--- src/hdl/dss_pkg.sv ---
// dss_pkg: shared constants, types and register codes of the diamond stencil smoother.
// Used by every module of the block; depends on nothing.
package dss_pkg;

   localparam int SAMPLE_BITS   = 16;
   localparam int MAX_COLS      = 256;
   localparam int COL_BITS      = $clog2(MAX_COLS);
   localparam int ROW_BITS      = 16;
   localparam int OUT_COL_BITS  = 8;
   localparam int CFG_COL_BITS  = 9;

   // line store: one word per column, four row slots per word
   localparam int SLOTS         = 4;
   localparam int SLOT_BITS     = $clog2(SLOTS);
   localparam int WIN_TAPS      = 5;
   localparam int CTR_TAP       = 2;
   localparam int HEAD_COLS     = 3;
   localparam int HEAD_BITS     = $clog2(HEAD_COLS);
   localparam int PREFETCH      = 3;
   localparam int BORDER        = 2;

   // arithmetic
   localparam int PART_BITS     = SAMPLE_BITS + 2;
   localparam int SUM_BITS      = SAMPLE_BITS + 8;
   localparam int ROUND_SHIFT   = 6;
   localparam int ROUND_HALF    = 32;

   // result queue
   localparam int QUEUE_DEPTH   = 4;
   localparam int QPTR_BITS     = $clog2(QUEUE_DEPTH);
   localparam int QCNT_BITS     = QPTR_BITS + 1;
   localparam int PUSH_BITS     = 2;
   localparam int READY_LIMIT   = QUEUE_DEPTH - 2;

   // stream and register port
   localparam int REQ_DATA_BITS = ((SAMPLE_BITS + 7) / 8) * 8;
   localparam int RSP_RAW_BITS  = SAMPLE_BITS + ROW_BITS + OUT_COL_BITS;
   localparam int RSP_DATA_BITS = ((RSP_RAW_BITS + 7) / 8) * 8;
   localparam int CSR_ADDR_BITS = 3;
   localparam int CSR_INDEX_LSB = 2;
   localparam int CSR_DATA_BITS = 32;
   localparam int ROWS_RESET    = 64;
   localparam int COLS_RESET    = 64;

   typedef enum logic {
      REG_PLANE_ROWS = 1'b0,
      REG_PLANE_COLS = 1'b1
   } reg_index_type;

   typedef logic signed [SAMPLE_BITS-1:0] sample_type;
   typedef logic [SLOTS-1:0][SAMPLE_BITS-1:0] word_type;
   typedef word_type [WIN_TAPS-1:0] window_type;

   typedef struct packed {
      logic                 wr_en;
      logic                 row_end;
      logic [SLOT_BITS-1:0] slot;
      logic [COL_BITS-1:0]  col;
      logic [COL_BITS-1:0]  next_col;
   } win_ctl_type;

   typedef struct packed {
      logic                valid;
      logic                out_en;
      logic                interior;
      logic                copy_en;
      logic                done;
      logic [ROW_BITS-1:0] row;
      logic [COL_BITS-1:0] col;
   } step_type;

   typedef struct packed {
      sample_type              sample;
      logic [ROW_BITS-1:0]     row;
      logic [OUT_COL_BITS-1:0] col;
      logic                    done;
   } result_type;

   typedef struct packed {
      logic [PUSH_BITS-1:0] n;
      result_type           first;
      result_type           second;
   } push_type;

endpackage

--- src/hdl/dss_out_queue.sv ---
// dss_out_queue: four-entry result queue taking up to two items per cycle, one out per cycle.
// Depends on dss_pkg.
module dss_out_queue (
   input  logic                           clock,
   input  logic                           reset,
   input  dss_pkg::push_type              push,
   input  logic                           out_ready,
   output logic                           out_valid,
   output dss_pkg::result_type            out_item,
   output logic [dss_pkg::QCNT_BITS-1:0]  count
);

   dss_pkg::result_type slots_ff [dss_pkg::QUEUE_DEPTH];
   logic [dss_pkg::QPTR_BITS-1:0] wr_ptr_ff, wr_ptr_in, wr_ptr_nx;
   logic [dss_pkg::QPTR_BITS-1:0] rd_ptr_ff, rd_ptr_in;
   logic [dss_pkg::QCNT_BITS-1:0] count_ff, count_in;
   logic                          pop;

   assign pop       = (count_ff != '0) && out_ready;
   assign wr_ptr_nx = wr_ptr_ff + dss_pkg::QPTR_BITS'(1);

   always_comb begin
      wr_ptr_in = wr_ptr_ff + dss_pkg::QPTR_BITS'(push.n);
      rd_ptr_in = rd_ptr_ff + dss_pkg::QPTR_BITS'(pop);
      count_in  = count_ff + dss_pkg::QCNT_BITS'(push.n) - dss_pkg::QCNT_BITS'(pop);
   end

   always_ff @(posedge clock) begin
      if (push.n != '0) begin
         slots_ff[wr_ptr_ff] <= push.first;
      end
      if (push.n == dss_pkg::PUSH_BITS'(2)) begin
         slots_ff[wr_ptr_nx] <= push.second;
      end
   end

   always_ff @(posedge clock) begin
      if (reset) begin
         wr_ptr_ff <= '0;
         rd_ptr_ff <= '0;
         count_ff  <= '0;
      end else begin
         wr_ptr_ff <= wr_ptr_in;
         rd_ptr_ff <= rd_ptr_in;
         count_ff  <= count_in;
      end
   end

   assign out_valid = (count_ff != '0);
   assign out_item  = slots_ff[rd_ptr_ff];
   assign count     = count_ff;

   a_count_bound: assert property (@(posedge clock) disable iff (reset)
      count_ff <= dss_pkg::QCNT_BITS'(dss_pkg::QUEUE_DEPTH))
      else $error("result queue count beyond depth");

   a_no_overflow: assert property (@(posedge clock) disable iff (reset)
      ({1'b0, count_ff} + (dss_pkg::QCNT_BITS+1)'(push.n)) <=
      ((dss_pkg::QCNT_BITS+1)'(dss_pkg::QUEUE_DEPTH) + (dss_pkg::QCNT_BITS+1)'(pop)))
      else $error("result queue overflow");

   a_two_slot_push: assert property (@(posedge clock) disable iff (reset)
      push.n != dss_pkg::PUSH_BITS'(3))
      else $error("more than two results from one item");

endmodule

--- config.mk ---
export PLATFORM = sky130hd
export DESIGN_NAME = dss_out_queue
export DESIGN_NICKNAME = d
export VERILOG_FILES = /design/src/hdl/dss_pkg.sv /design/src/hdl/dss_out_queue.sv
export SDC_FILE = /design/constraint.sdc
export NUM_CORES = 1
export LEC_CHECK = 0
export BUFFER_PORTS_ARGS = -buffer_cell sky130_fd_sc_hd__buf_2
export CORE_MARGIN = 2
export CORE_UTILIZATION = 55
export CTS_CLUSTER_SIZE = 25
export DETAILED_ROUTE_END_ITERATION = 10
export PLACE_DENSITY = 0.75
export SLEW_MARGIN = 25
export SYNTH_ARGS = -nofsm -noshare
export SYNTH_HDL_FRONTEND = slang
export SYNTH_SLANG_ARGS = --single-unit
--- constraint.sdc ---
create_clock -name clock -period 5.9 [get_ports clock]
set_input_delay 0.295 -clock clock [delete_from_list [all_inputs] [get_ports clock]]
set_output_delay 0.295 -clock clock [all_outputs]
set_load 0.01 [all_outputs]
# --- After elaboration in Yosys (flattened, before gate mapping) ---
# Memories as Yosys holds them, arrays and structs flattened. A register that Yosys moved wholly into a read port is not among the register bits.
# Cells that the tools add are included.
# W data, S select, Z words.
classes:
  shift: 0
  n_lt_le_gt_ge: 0
  div: 0
  n_mux: 5
  n_reduce_logical: 3
  bitwise_logic: 0
  eq_ne: 1
  add_sub_neg: 5
  mul: 0
op_table:
  columns: ["op", "count"]
  rows:
  - ["$mux W1", 4]
  - ["$add A3 B2 Y3", 1]
  - ["$reduce_bool A3 Y1", 1]
  - ["$sub A3 B1 Y3", 1]
  - ["$add A2 B1 Y2", 1]
  - ["$add A2 B1 Y2 const B", 1]
  - ["$add A2 B2 Y2", 1]
  - ["$eq A2 B2 Y1 const B", 1]
  - ["$mux W2", 1]
  - ["$reduce_bool A2 Y1", 1]
  - ["$logic_and A1 B1 Y1", 1]
word_totals:
  inputBits: 87
  ff_bits: 7
  out_inout_bits: 45
  latch_bits: 0
  rom_bits: 0
  n_memories: 1
  ramBits: 164
mem_list:
  columns: ["memory", "depth", "word_bits", "rd", "rd_ports_with_merged_regs", "wr", "line", "rtl"]
  rows:
  - ["slots_ff", 4, 41, 1, 1, 2, "dss_out_queue.sv:13", "dss_pkg::result_type slots_ff [dss_pkg::QUEUE_DEPTH];"]

# --- Depth between registers and ports, before layout ---
logic_depth:
  depth_word: 4
  ltp_mapped: 7
  mapped_depth_nobuf: 7

# --- Worst setup path after synthesis ---
# No wires, ideal clock.
synth_path:
  path_kind: "flip-flop to flip-flop"
  from: "reg wr_ptr_ff[0] in the netlist's numbering"
  to: "mem slots_ff[0][0] in the netlist's numbering, enable pin"
  slack_ns: 1.955
  t_arrival_ns: 3.449
  path_buffers: 0
  stages_incl_launch_ff: 3
  required_ns: 5.404
  setup_time_ns: 0.496
  period_less_slack_ns: 3.945
  path_cell_list: "dfxtp_1 -> o21bai_1 -> o21ai_0"
synth_lines:
  columns: ["item", "line", "rtl"]
  rows:
  - ["from (decl)", "dss_out_queue.sv:14", "logic [dss_pkg::QPTR_BITS-1:0] wr_ptr_ff, wr_ptr_in, wr_ptr_nx;"]
  - ["from (signal assigned)", "dss_out_queue.sv:43", "wr_ptr_ff <= wr_ptr_in;"]
  - ["to (decl)", "dss_out_queue.sv:13", null]

==> reports/results.ini <==
[cts]
cts_root_buf=clkbuf_16
clkLatencyLatePin_ns=0.43
hold_buffers=0
h-tree-depth=4
cts-buffers-inserted=17
cts_tree=done
clockBufferDepth=2
numClockSinks=171
ctsResizeCount=0
path_clk_slew_ns=0.06
postCtsSetupRepairBufs=0

[routing]
antenna_left=0
drt-met1-wl_microns=6802
wl_met2_microns=9040
postRouteWirelength_microns=17150
num_vias=4548
firstDrtPassIters=4
met3_length_microns=958
drcViolationCount=0
routed_via_density=5.876
drt-initial-drc-count=179
top_layer=met5
wl_per_cell_microns=22.16

[finish]
multiInputGateArea_sq_um=3109
fin_nets=663
n_fill_cell=1073
layout_common_cells=edfxtp_1 (164), buf_2 (131), mux2_2 (122)
drive_above_1_share_pct=57.61
layout_commonest_cell=edfxtp_1
synthToLayoutAreaGrowth_pct=15.48
seqCellArea_sq_um=5070

[yosys]
ys_seq_elements=171
syn_inst=443
netlist_area_sq_um=8384
synthDistinctLibCells=25
synth.net_count=534
synth_area_per_cell_sq_um=18.93
ys_warn_count=0
ys_seq_area_share_pct=60.41

[sta]
hold_viol=0
finalCritPeriodShare_pct=43.01
finalHoldWorstSlack_ns=0.1435
period_minus_slack_ns=2.537
slew_headroom_pct=38.33
skew_ns=0.006883
setup_viol=0
setup_ws_ns=3.363
grt_setup_unrepaired=no
worst_slew_pin_slew_ns=0.9251
setup_tns_ns=0
fmax_mhz=394.1
final_max_slew_viol_count=0

[die]
die_h_microns=127.5
die-area_sq_um=16250
ios=132
die_w_microns=127.5
std_cell_rows=45
start_util_pct=55.77
core_area_sq_um=15030

[min_path]
hold_class=input port to flop

[global_route]
grt_max_degree=45
grt_pass1_vias=4911
grt_usage_pct=22.08
grt_antenna_before_repair=3
grt_overflow=0
grt_pass1_wl_microns=26450

[place]
gp_congestion=0.7341
numPortBuffers=131
dp_hpwl_microns=10370
pre_cts_ws_ns=3.316

[power_and_ir_drop]
p_seq_share_pct=48.6
power_frac_comb_pct=20.8
p_leak_nw=3.431
powerDensity_nw_per_um2=339.7
switchingPower_mw=0.8572
power.internal_mw=2.432
power_switching_share_pct=26.06
ir_drop_uv=235.0
p_clk_share_pct=30.5

[setup_path]
worstSetupPathType=flop to flop
critical_path.endpoint_type=flop
cp.required_ns=5.98
crit_fanout=42
cp-start-kind=flop
cp.arrival_ns=2.62

[job]
cap_violations=0

[status]
outcome=complete, no violations

## kinds of logic after synthesis
group                    after synthesis  share of synthesized area (%)
multiplexers                         209                          33.55
flip-flops                           171                          60.41
buffers and inverters                 35                          2.955
AND/OR/NAND/NOR                       17                          1.418
AO/OA/AOI/OAI                          5                         0.4327
adder cells (fa/ha/maj)                4                         0.6865
XOR/XNOR                               2                         0.5521
## routing by layer
| layer | vias to the layer above | global-route usage, % |
|---|---|---|
| met5 | - | 0 |
| met1 | 2318 | 26.86 |
| met3 | 31 | 5.193 |
| met4 | 4 | 8.920 |
| met2 | 124 | 38.19 |
| li1 | 2071 | - |
## state kept, by name (all words and copies together) (netlist names)
| register | count |
|---|---|
| count | 3 |
| wr_ptr_ff | 2 |
| slots_ff | 164 |
| rd_ptr_ff | 2 |
## worst max-delay path: stages (launching register included)
cell and delay, ns:
dfxtp_1 0.43, and4bb_2 0.34, buf_4 0.54, o21bai_4 0.41, buf_4 0.46
## stage by stage
stage | cells | power (mW) | cell area (sq um) | utilization, %
floorplan | 443 | 2.063 | 8384 | -
global placement | 741 | 2.304 | 9160 | 60.93
detailed placement | 741 | 2.323 | 9160 | 60.93
CTS | 773 | 3.324 | 9679 | 64.39
global route | 774 | 3.418 | 9682 | 64.40
finish | 774 | 3.289 | 9682 | 64.40
## cells in the mapped netlist (all sizes together)
cell type	number	area share (%)
and4bb	2	0.30
buf	26	2.6
clkbuf	5	0.22
dfxtp	7	1.7
edfxtp	164	59
fa	1	0.24
ha	3	0.45
inv	4	0.18
mux2	166	22
mux2i	2	0.24
mux4	41	11
nand4b	1	0.10
nor2	8	0.36
nor2b	4	0.30
nor4b	1	0.28
o21ai	1	0.060
o21bai	2	0.18
o311ai	1	0.10
o31ai	1	0.090
or3	1	0.075
xnor3	1	0.27
xor3	1	0.28
## final cells by class
type	count	share of cell area [%]
flip-flops and latches	171	52.36
diodes	1	0.02585
clock inverters	11	0.8142
inverters	4	0.1551
repair buffers	141	7.547
clock buffers	21	4.549
multi-input cells	237	32.11
well taps	188	2.430
## final timing paths
kind / start / to / slack, ns / cells past startpoint
hold / removal: reset / count[1]$_SDFF_PP0_ / 0.14 / 2
setup / recovery: wr_ptr_ff[1]$_SDFF_PP0_ / slots_ff[2][34]$_DFFE_PP_ / 3.36 / 4
setup reg to reg: wr_ptr_ff[1]$_SDFF_PP0_ / slots_ff[2][34]$_DFFE_PP_ / 3.36 / 4
hold reg to reg: count[2]$_SDFF_PP0_ / count[2]$_SDFF_PP0_ / 0.72 / 2
## power groups by stage
stage          Sequential, mW  Combinational, mW  Clock (mW)
3_3_place_gp             1.62              0.680           0
5_1_grt                  1.62              0.739        1.06
6_report                 1.60              0.685        1.00
4_1_cts                  1.61              0.694        1.02
2_1_floorplan            1.55              0.511           0
3_5_place_dp             1.63              0.691           0
Note: power is estimated with default switching activity, not from simulation.
