$ cat src/hdl/dss_pkg.sv
// dss_pkg: shared constants, types and register codes of the diamond stencil smoother.
// Used by every module of the block; depends on nothing.
package dss_pkg;

   localparam int SAMPLE_BITS   = 16;
   localparam int MAX_COLS      = 256;
   localparam int COL_BITS      = $clog2(MAX_COLS);
   localparam int ROW_BITS      = 16;
   localparam int OUT_COL_BITS  = 8;
   localparam int CFG_COL_BITS  = 9;

   // line store: one word per column, four row slots per word
   localparam int SLOTS         = 4;
   localparam int SLOT_BITS     = $clog2(SLOTS);
   localparam int WIN_TAPS      = 5;
   localparam int CTR_TAP       = 2;
   localparam int HEAD_COLS     = 3;
   localparam int HEAD_BITS     = $clog2(HEAD_COLS);
   localparam int PREFETCH      = 3;
   localparam int BORDER        = 2;

   // arithmetic
   localparam int PART_BITS     = SAMPLE_BITS + 2;
   localparam int SUM_BITS      = SAMPLE_BITS + 8;
   localparam int ROUND_SHIFT   = 6;
   localparam int ROUND_HALF    = 32;

   // result queue
   localparam int QUEUE_DEPTH   = 4;
   localparam int QPTR_BITS     = $clog2(QUEUE_DEPTH);
   localparam int QCNT_BITS     = QPTR_BITS + 1;
   localparam int PUSH_BITS     = 2;
   localparam int READY_LIMIT   = QUEUE_DEPTH - 2;

   // stream and register port
   localparam int REQ_DATA_BITS = ((SAMPLE_BITS + 7) / 8) * 8;
   localparam int RSP_RAW_BITS  = SAMPLE_BITS + ROW_BITS + OUT_COL_BITS;
   localparam int RSP_DATA_BITS = ((RSP_RAW_BITS + 7) / 8) * 8;
   localparam int CSR_ADDR_BITS = 3;
   localparam int CSR_INDEX_LSB = 2;
   localparam int CSR_DATA_BITS = 32;
   localparam int ROWS_RESET    = 64;
   localparam int COLS_RESET    = 64;

   typedef enum logic {
      REG_PLANE_ROWS = 1'b0,
      REG_PLANE_COLS = 1'b1
   } reg_index_type;

   typedef logic signed [SAMPLE_BITS-1:0] sample_type;
   typedef logic [SLOTS-1:0][SAMPLE_BITS-1:0] word_type;
   typedef word_type [WIN_TAPS-1:0] window_type;

   typedef struct packed {
      logic                 wr_en;
      logic                 row_end;
      logic [SLOT_BITS-1:0] slot;
      logic [COL_BITS-1:0]  col;
      logic [COL_BITS-1:0]  next_col;
   } win_ctl_type;

   typedef struct packed {
      logic                valid;
      logic                out_en;
      logic                interior;
      logic                copy_en;
      logic                done;
      logic [ROW_BITS-1:0] row;
      logic [COL_BITS-1:0] col;
   } step_type;

   typedef struct packed {
      sample_type              sample;
      logic [ROW_BITS-1:0]     row;
      logic [OUT_COL_BITS-1:0] col;
      logic                    done;
   } result_type;

   typedef struct packed {
      logic [PUSH_BITS-1:0] n;
      result_type           first;
      result_type           second;
   } push_type;

endpackage

$ cat src/hdl/dss_stencil.sv
// dss_stencil: two-stage weighted sum (partial sums, then total and rounding) and result build.
// Depends on dss_pkg.
module dss_stencil (
   input  logic                clock,
   input  logic                reset,
   input  dss_pkg::step_type   step,
   input  dss_pkg::window_type win,
   input  dss_pkg::sample_type sample,
   output dss_pkg::push_type   push
);

   function automatic logic signed [dss_pkg::PART_BITS-1:0] add4(
      input dss_pkg::sample_type a,
      input dss_pkg::sample_type b,
      input dss_pkg::sample_type c,
      input dss_pkg::sample_type d
   );
      return dss_pkg::PART_BITS'(a) + dss_pkg::PART_BITS'(b) +
             dss_pkg::PART_BITS'(c) + dss_pkg::PART_BITS'(d);
   endfunction

   // slots of rows r-1, r-2, r-3 and r-4 (same slot as r)
   logic [dss_pkg::SLOT_BITS-1:0] slot_m1, slot_m2, slot_m3, slot_m4;
   dss_pkg::sample_type ctr;
   logic signed [dss_pkg::PART_BITS-1:0] ax_sum, dg_sum, far_sum;
   logic [dss_pkg::PUSH_BITS-1:0] n_in;

   logic [dss_pkg::PUSH_BITS-1:0] n_ff;
   logic                          out_en_ff;
   logic                          interior_ff;
   logic                          done_ff;
   logic [dss_pkg::ROW_BITS-1:0]  row_ff;
   logic [dss_pkg::COL_BITS-1:0]  col_ff;
   dss_pkg::sample_type           ctr_ff;
   dss_pkg::sample_type           x_ff;
   logic signed [dss_pkg::PART_BITS-1:0] ax_ff, dg_ff, far_ff;

   logic signed [dss_pkg::SUM_BITS-1:0] c_ext;
   logic signed [dss_pkg::SUM_BITS-1:0] total;
   dss_pkg::sample_type  smooth;
   dss_pkg::result_type  res_out;
   dss_pkg::result_type  res_copy;

   always_comb begin
      slot_m4 = step.row[dss_pkg::SLOT_BITS-1:0];
      slot_m1 = slot_m4 - dss_pkg::SLOT_BITS'(1);
      slot_m2 = slot_m4 - dss_pkg::SLOT_BITS'(2);
      slot_m3 = slot_m4 - dss_pkg::SLOT_BITS'(3);
      ctr     = win[2][slot_m2];
      ax_sum  = add4(win[1][slot_m2], win[3][slot_m2], win[2][slot_m1], win[2][slot_m3]);
      dg_sum  = add4(win[1][slot_m1], win[3][slot_m1], win[1][slot_m3], win[3][slot_m3]);
      far_sum = add4(win[0][slot_m2], win[4][slot_m2], win[2][slot_m4], sample);
      n_in    = '0;
      if (step.valid) begin
         n_in = dss_pkg::PUSH_BITS'(step.out_en) + dss_pkg::PUSH_BITS'(step.copy_en);
      end
   end

   always_ff @(posedge clock) begin
      if (reset) begin
         n_ff <= '0;
      end else begin
         n_ff <= n_in;
      end
   end

   always_ff @(posedge clock) begin
      out_en_ff   <= step.out_en;
      interior_ff <= step.interior;
      done_ff     <= step.done;
      row_ff      <= step.row;
      col_ff      <= step.col;
      ctr_ff      <= ctr;
      x_ff        <= sample;
      ax_ff       <= ax_sum;
      dg_ff       <= dg_sum;
      far_ff      <= far_sum;
   end

   // 36*ctr + 4*axial + 2*diagonal + far + half, then floor by 64
   always_comb begin
      c_ext  = dss_pkg::SUM_BITS'(ctr_ff);
      total  = (c_ext <<< 5) + (c_ext <<< 2) +
               (dss_pkg::SUM_BITS'(ax_ff) <<< 2) + (dss_pkg::SUM_BITS'(dg_ff) <<< 1) +
               dss_pkg::SUM_BITS'(far_ff) + dss_pkg::SUM_BITS'(dss_pkg::ROUND_HALF);
      smooth = total[dss_pkg::ROUND_SHIFT +: dss_pkg::SAMPLE_BITS];

      res_out.sample = interior_ff ? smooth : ctr_ff;
      res_out.row    = row_ff - dss_pkg::ROW_BITS'(dss_pkg::BORDER);
      res_out.col    = dss_pkg::OUT_COL_BITS'(col_ff);
      res_out.done   = 1'b0;

      res_copy.sample = x_ff;
      res_copy.row    = row_ff;
      res_copy.col    = dss_pkg::OUT_COL_BITS'(col_ff);
      res_copy.done   = done_ff;

      push.n      = n_ff;
      push.first  = out_en_ff ? res_out : res_copy;
      push.second = res_copy;
   end

endmodule

$ cat config.mk
export PLATFORM = sky130hd
export DESIGN_NAME = dss_stencil
export DESIGN_NICKNAME = d
export VERILOG_FILES = /design/src/hdl/dss_pkg.sv /design/src/hdl/dss_stencil.sv
export SDC_FILE = /design/constraint.sdc
export NUM_CORES = 1
export LEC_CHECK = 0
export BUFFER_PORTS_ARGS = -buffer_cell sky130_fd_sc_hd__buf_2
export CAP_MARGIN = 20
export CORE_ASPECT_RATIO = 0.6
export CORE_MARGIN = 8
export CORE_UTILIZATION = 40
export CTS_BUF_LIST = sky130_fd_sc_hd__clkbuf_8 sky130_fd_sc_hd__clkbuf_16
export DETAILED_ROUTE_END_ITERATION = 8
export HOLD_SLACK_MARGIN = 0.06
export PLACE_DENSITY_LB_ADDON = 0.08
export RECOVER_POWER = 25
export REMOVE_ABC_BUFFERS = 1
export SLEW_MARGIN = 40
export SYNTH_ARGS = -nofsm -noshare
export SYNTH_HDL_FRONTEND = slang
export SYNTH_SLANG_ARGS = --single-unit
$ cat constraint.sdc
create_clock -name clock -period 13.65 [get_ports clock]
set_input_delay 2.73 -clock clock [delete_from_list [all_inputs] [get_ports clock]]
set_output_delay 2.73 -clock clock [all_outputs]
set_load 0.01 [all_outputs]
After elaboration in Yosys (flattened, before gate mapping)

Cells that the tools add are included.

ROM bits: 0
Register bits: 115
Bits in latches: 0
Input bits: 367
Memories kept: 0
Memory bits (writable): 0
Word-level logic and storage cells: 62

Divide/modulo/power cells: 0
$lt $le $gt $ge: 4
Bitwise operators: 1
Reduce and logical (&&, ||, !) cells: 1
Mux-type cells: 26
Equality and inequality tests: 0
Add/subtract/negate cells: 19
Shift operators: 0
Multiply operators: 0

Operators with widths:

| cell                  | number |
|---|---|
| $bmux 16 s2           | 12 |
| $mux 16               | 13 |
| $add 17x16->18        | 3 |
| $add 18x16->18        | 3 |
| $add 16x16->17        | 3 |
| $mux 41               | 1 |
| $add 21x18->22        | 1 |
| $add 22x18->22        | 1 |
| $add 22x19->22        | 1 |
| $add 22x20->22        | 1 |
| $add 22x7->22 const B | 1 |
| $sub 16x2->16 const B | 1 |
| $lt 2x3->1 const B    | 4 |
| $sub 2x2->2 const B   | 2 |
| $add 1x1->2           | 1 |
| $reduce_or 2->1       | 1 |
| $sub 2x1->2 const B   | 1 |
| $not 1->1             | 1 |

Depth between registers and ports, before layout

Depth after elaboration: 7
Gate-level depth with buffers: 19
Depth with buffers taken out: 16

Worst setup path after synthesis

Ideal clock, no wire load.

Path type: in2reg
Start point: input port step[9] (netlist name)
End point: register far_ff[15] (netlist name)
Library setup time: 0.072 ns
Slack: 6.612 ns
Buffers on the path: 3
Stages: 18
Arrival time: 6.966 ns
Path through: buf_2 clkbuf_1 clkbuf_1 mux4_2 inv_1 fa_1 fa_1 inv_1 ha_1 fa_1 a211oi_1 o21ai_0 a21o_1 a21oi_1 o21bai_1 and4_1 nor3_2 xnor2_1

Longest elaborated chain between the ends: 6
Elaborated cells on any way between the ends: 10

Ends and longest elaborated chain:

| element                       | line              | text |
|---|---|---|
| start: declaration            | dss_stencil.sv:6  | `input dss_pkg::step_type step,` |
| $sub 2x2->2                   | dss_stencil.sv:47 | `slot_m2 = slot_m4 - dss_pkg::SLOT_BITS'(2);` |
| $bmux 16 s2                   | dss_stencil.sv:52 | `far_sum = add4(win[0][slot_m2], win[4][slot_m2], win[2][slot_m4], sample);` |
| $mux 16 (not written as such) | dss_stencil.sv:52 |  |
| $add 16x16->17                | dss_stencil.sv:18 | `return dss_pkg::PART_BITS'(a) + dss_pkg::PART_BITS'(b) +` |
| $add 17x16->18 (*)            | dss_stencil.sv:18 |  |
| $add 18x16->18 (*)            | dss_stencil.sv:19 | `dss_pkg::PART_BITS'(c) + dss_pkg::PART_BITS'(d);` |
| net far_sum (one bit)         | dss_stencil.sv:25 | `logic signed [dss_pkg::PART_BITS-1:0] ax_sum, dg_sum, far_sum;` |
| end signal: assignment        | dss_stencil.sv:77 | `far_ff <= far_sum;` |
| end: declaration              | dss_stencil.sv:36 | `logic signed [dss_pkg::PART_BITS-1:0] ax_ff, dg_ff, far_ff;` |

Mark *: on every way through the listed nets, which the timed path passes. The rest lies on a longest branch. The select of a mux whose other input is x is not followed.
A chain may end at the register's enable or synchronous reset.

Worst setup path in the final report

Start point: input port step[8] (netlist name)
End point: register far_ff[15] (netlist name)

Same word-level chain as after synthesis.

==> summary.txt <==
Outcome
  – Status: complete, but fails checks
  – Failing checks: capacitance limit, slew limit

Finish
  – Non-Filler Instances: ~2100
  – # fillers: ~3300
  – Nets: roughly 2300
  – Area growth from synthesis to layout: 22.4%
  – Commonest non-fill, non-tap cell in the layout: buf_2
  – Post-layout util: between 50% and 60%
  – Layout cells sized above 1: 40.5%
  – Commonest cells after routing, fill and taps aside: buf_2 (432), inv_1 (273), mux4_2 (192)

Power
  – Final Power: a little under 5000 uW
  – Combinational Power Share: about four fifths
  – Int Pwr: ~2500 uW
  – Clock share of power: 8.9%
  – Peak VDD IR: around 0.28 mV
  – P_sw: 2470 uW
  – Leakage power: ~0.0084 uW
  – Share of power burned in registers: roughly a tenth
  – Switch share: between 40 and 50%
  – PwrDens: around 280 nW/um^2

STA
  – Fin crit share: 70.4%
  – RSZ-0062 raised after global routing: false
  – FMAX: between 100 and 150 MHz
  – Final Max Slew Viols: 54
  – Setup TNS Final: 0 ps
  – Max-slew headroom: -154%
  – Final worst path period need: 9610 ps
  – Slew @ Worst Pin: about 3800 ps
  – Finish-stage setup viols: 0
  – Hold Violations, Final: 0
  – Worst Hold Slack: between 2000 and 2500 ps

GRT
  – Vias in the first global route: 11700
  – First-pass GRT wire length: approximately 66 mm
  – Antenna violations before repair: 12
  – Largest net degree at the start of global routing: 88
  – GRT overflow: 0
  – GRT Resource Usage Total: between 20 and 25%

Placement
  – DP HPWL: approximately 38 mm
  – Port buffer count: 450
  – Cells after DPL: roughly 2100
  – Routability cong.: approximately 0.87

Worst setup path
  – Most frequent CP cell: fa_1
  – CP Launch Type: primary input
  – Worst Setup End Kind: register
  – Cell family with most CP delay: buffers and inverters
  – Setup Crit Path Kind: in2reg
  – Critical Path Max Stage Delay: roughly 2700 ps
  – Crit path max fanout: 53
  – Worst EP required: 13990 ps
  – Critical-path cell list: buf_8 -> clkbuf_1 -> mux4_2 -> inv_1 -> fa_1 -> fa_1 -> inv_1 -> ha_1 -> fa_1 -> a211oi_1 -> o21ai_0 -> a21o_1 -> a21oi_1 -> o21bai_1 -> and4_1 -> nor3_2 -> xnor2_1
  – Critical path data arrival time: 9960 ps
  – Critical path's slowest cell: clkbuf_1
  – Crit path buf inv count: 4

Yosys
  – Post-synth cell types: 59
  – Synth Flop Type: dfxtp_1
  – Complex-gate fraction of the synthesized area: between 6 and 7%
  – Mux share of post-synthesis cell area: roughly 31%
  – #FFs+latches synth: around 110
  – Post-synthesis sequential area ratio: between 15 and 20%
  – EDFF count, synth: 0
  – Largest family of logic cells by synthesized area: multiplexers
  – Synthesized cell area: 14400 sq um
  – YS warnings: 0
  – Avg Cell Area, Syn: 11.6 sq um
  – Synth async-reset ratio: 0%
  – Simple-gate area share of the yosys netlist: under 10%
  – Post-Synthesis Cells: between 1000 and 1500
  – Synth Area in Adders: 28.3%
  – XOR/XNOR Fraction of Synth Area: 4.62%

Route
  – Vias: 11100
  – Post-route DRC: 0
  – Post-DRT Antenna Nets: 0
  – Vias per cell: 5.19
  – Wire length per cell: between 20 and 25 um
  – First drt pass iteration count: 5
  – WL final: between 40 and 50 mm
  – Starting DRT DRC Count: just over 800

CTS
  – Number of hold buffers added after cts: 0
  – CTS Sinks: about 110
  – CTS clk-pin slew, worst paths: 60 ps
  – Resize count post-CTS: 0
  – Num CTS Buffers: 17
  – CTS tree: yes
  – Post-CTS Setup Bufs: 0
  – CTS root buf: clkbuf_16
  – Clock Path Buffers: 2
  – CTS H-tree depth: 4

Die
  – Initial core utilization: 40.9%
  – Io pins: between 400 and 500
  – Chip width: 261 um
  – Die ar.: 42500 sq um
  – Die height: roughly 160 um
  – # rows: 53
  – Placeable Area: between 30000 and 40000 sq um

Flow run
  – Max_cap viols: 1

Worst hold path
  – Hold Crit Class: in2reg
worst paths after layout:
check	start	endpoint	depth (start not counted)
worst max-delay path	step[8]	far_ff[15]$_DFF_P_	17
worst min-delay path	step[24]	done_ff$_DFF_P_	1
state kept, by name (all words and copies together) (netlist names):
signal and count:
far_ff 17, dg_ff 18, x_ff 16, interior_ff 1, done_ff 1, out_en_ff 1, col_ff 8, ctr_ff 16
n_ff 2, row_ff 16, ax_ff 18
kinds of logic (layout without fill, tap and decap cells):
family,after synthesis,after routing
compound gates,150,150
xor+xnor,76,76
fa+ha+maj,236,236
buf+inv,332,762
flops,114,114
mux,201,201
other cells,0,6
simple gates,129,129
metrics by stage:
stage | setup slack (ps) | cell area [sq um]
2_1_floorplan | 7180 | 14100
3_3_place_gp | 5300 | 17000
3_5_place_dp | 5500 | 17000
4_1_cts | 5930 | 17600
5_1_grt | 3170 | 17600
6_report | 4040 | 17600
routing by layer:
metal	up-vias	track usage [%]	part of all wire (%)
li1	5184	-	-
met1	5557	28.6	46
met2	347	30.3	45
met3	22	5.82	8.2
met4	8	3.85	0.66
met5	-	0	0.095
final cells by class:
cell class / count / area (sq um) / share of cell area (%)
multi-input cells: 792 / 10800 / 61.4
flip-flops and latches: 114 / 2280 / 13.0
clock buffers: 18 / 439 / 2.49
well taps: 467 / 584 / 3.31
repair buffers: 457 / 2320 / 13.2
inverters: 273 / 1020 / 5.81
clock inverters: 14 / 140 / 0.795
diodes: 6 / 15.0 / 0.0852
cells in the mapped netlist, types with 3 or more instances:
cell / count / share of area [%]
a211o_1: 3 / 0.18
a211oi_1: 4 / 0.21
a21o_1: 15 / 0.78
a21oi_1: 54 / 1.9
a21oi_2: 3 / 0.18
a41oi_1: 4 / 0.24
and2_1: 5 / 0.22
buf_1: 13 / 0.34
buf_2: 17 / 0.59
buf_4: 10 / 0.52
clkbuf_1: 19 / 0.50
dfxtp_1: 114 / 16
fa_1: 150 / 21
ha_1: 86 / 7.5
inv_1: 273 / 7.1
mux2i_1: 9 / 0.63
mux4_2: 192 / 30
nand2_1: 28 / 0.73
nand2b_1: 6 / 0.26
nand3_1: 9 / 0.31
nand3b_1: 6 / 0.31
nor2_1: 41 / 1.1
nor2b_1: 7 / 0.30
nor3_1: 5 / 0.17
nor4_1: 5 / 0.22
o21a_1: 12 / 0.63
o21ai_0: 17 / 0.59
o21ai_1: 4 / 0.14
o21bai_1: 8 / 0.42
o221ai_1: 5 / 0.30
o22ai_1: 3 / 0.13
xnor2_1: 49 / 3.0
xor2_1: 27 / 1.6
power groups by stage:
stage                     Clock [uW]  Combinational, uW  Sequential [uW]
after floorplan                    0               3000              488
after global placement             0               4010              521
after detailed placement           0               4030              520
after CTS                        454               4070              513
after global routing             470               4550              523
final                            441               4020              513
(Power assumes the default switching activity.)
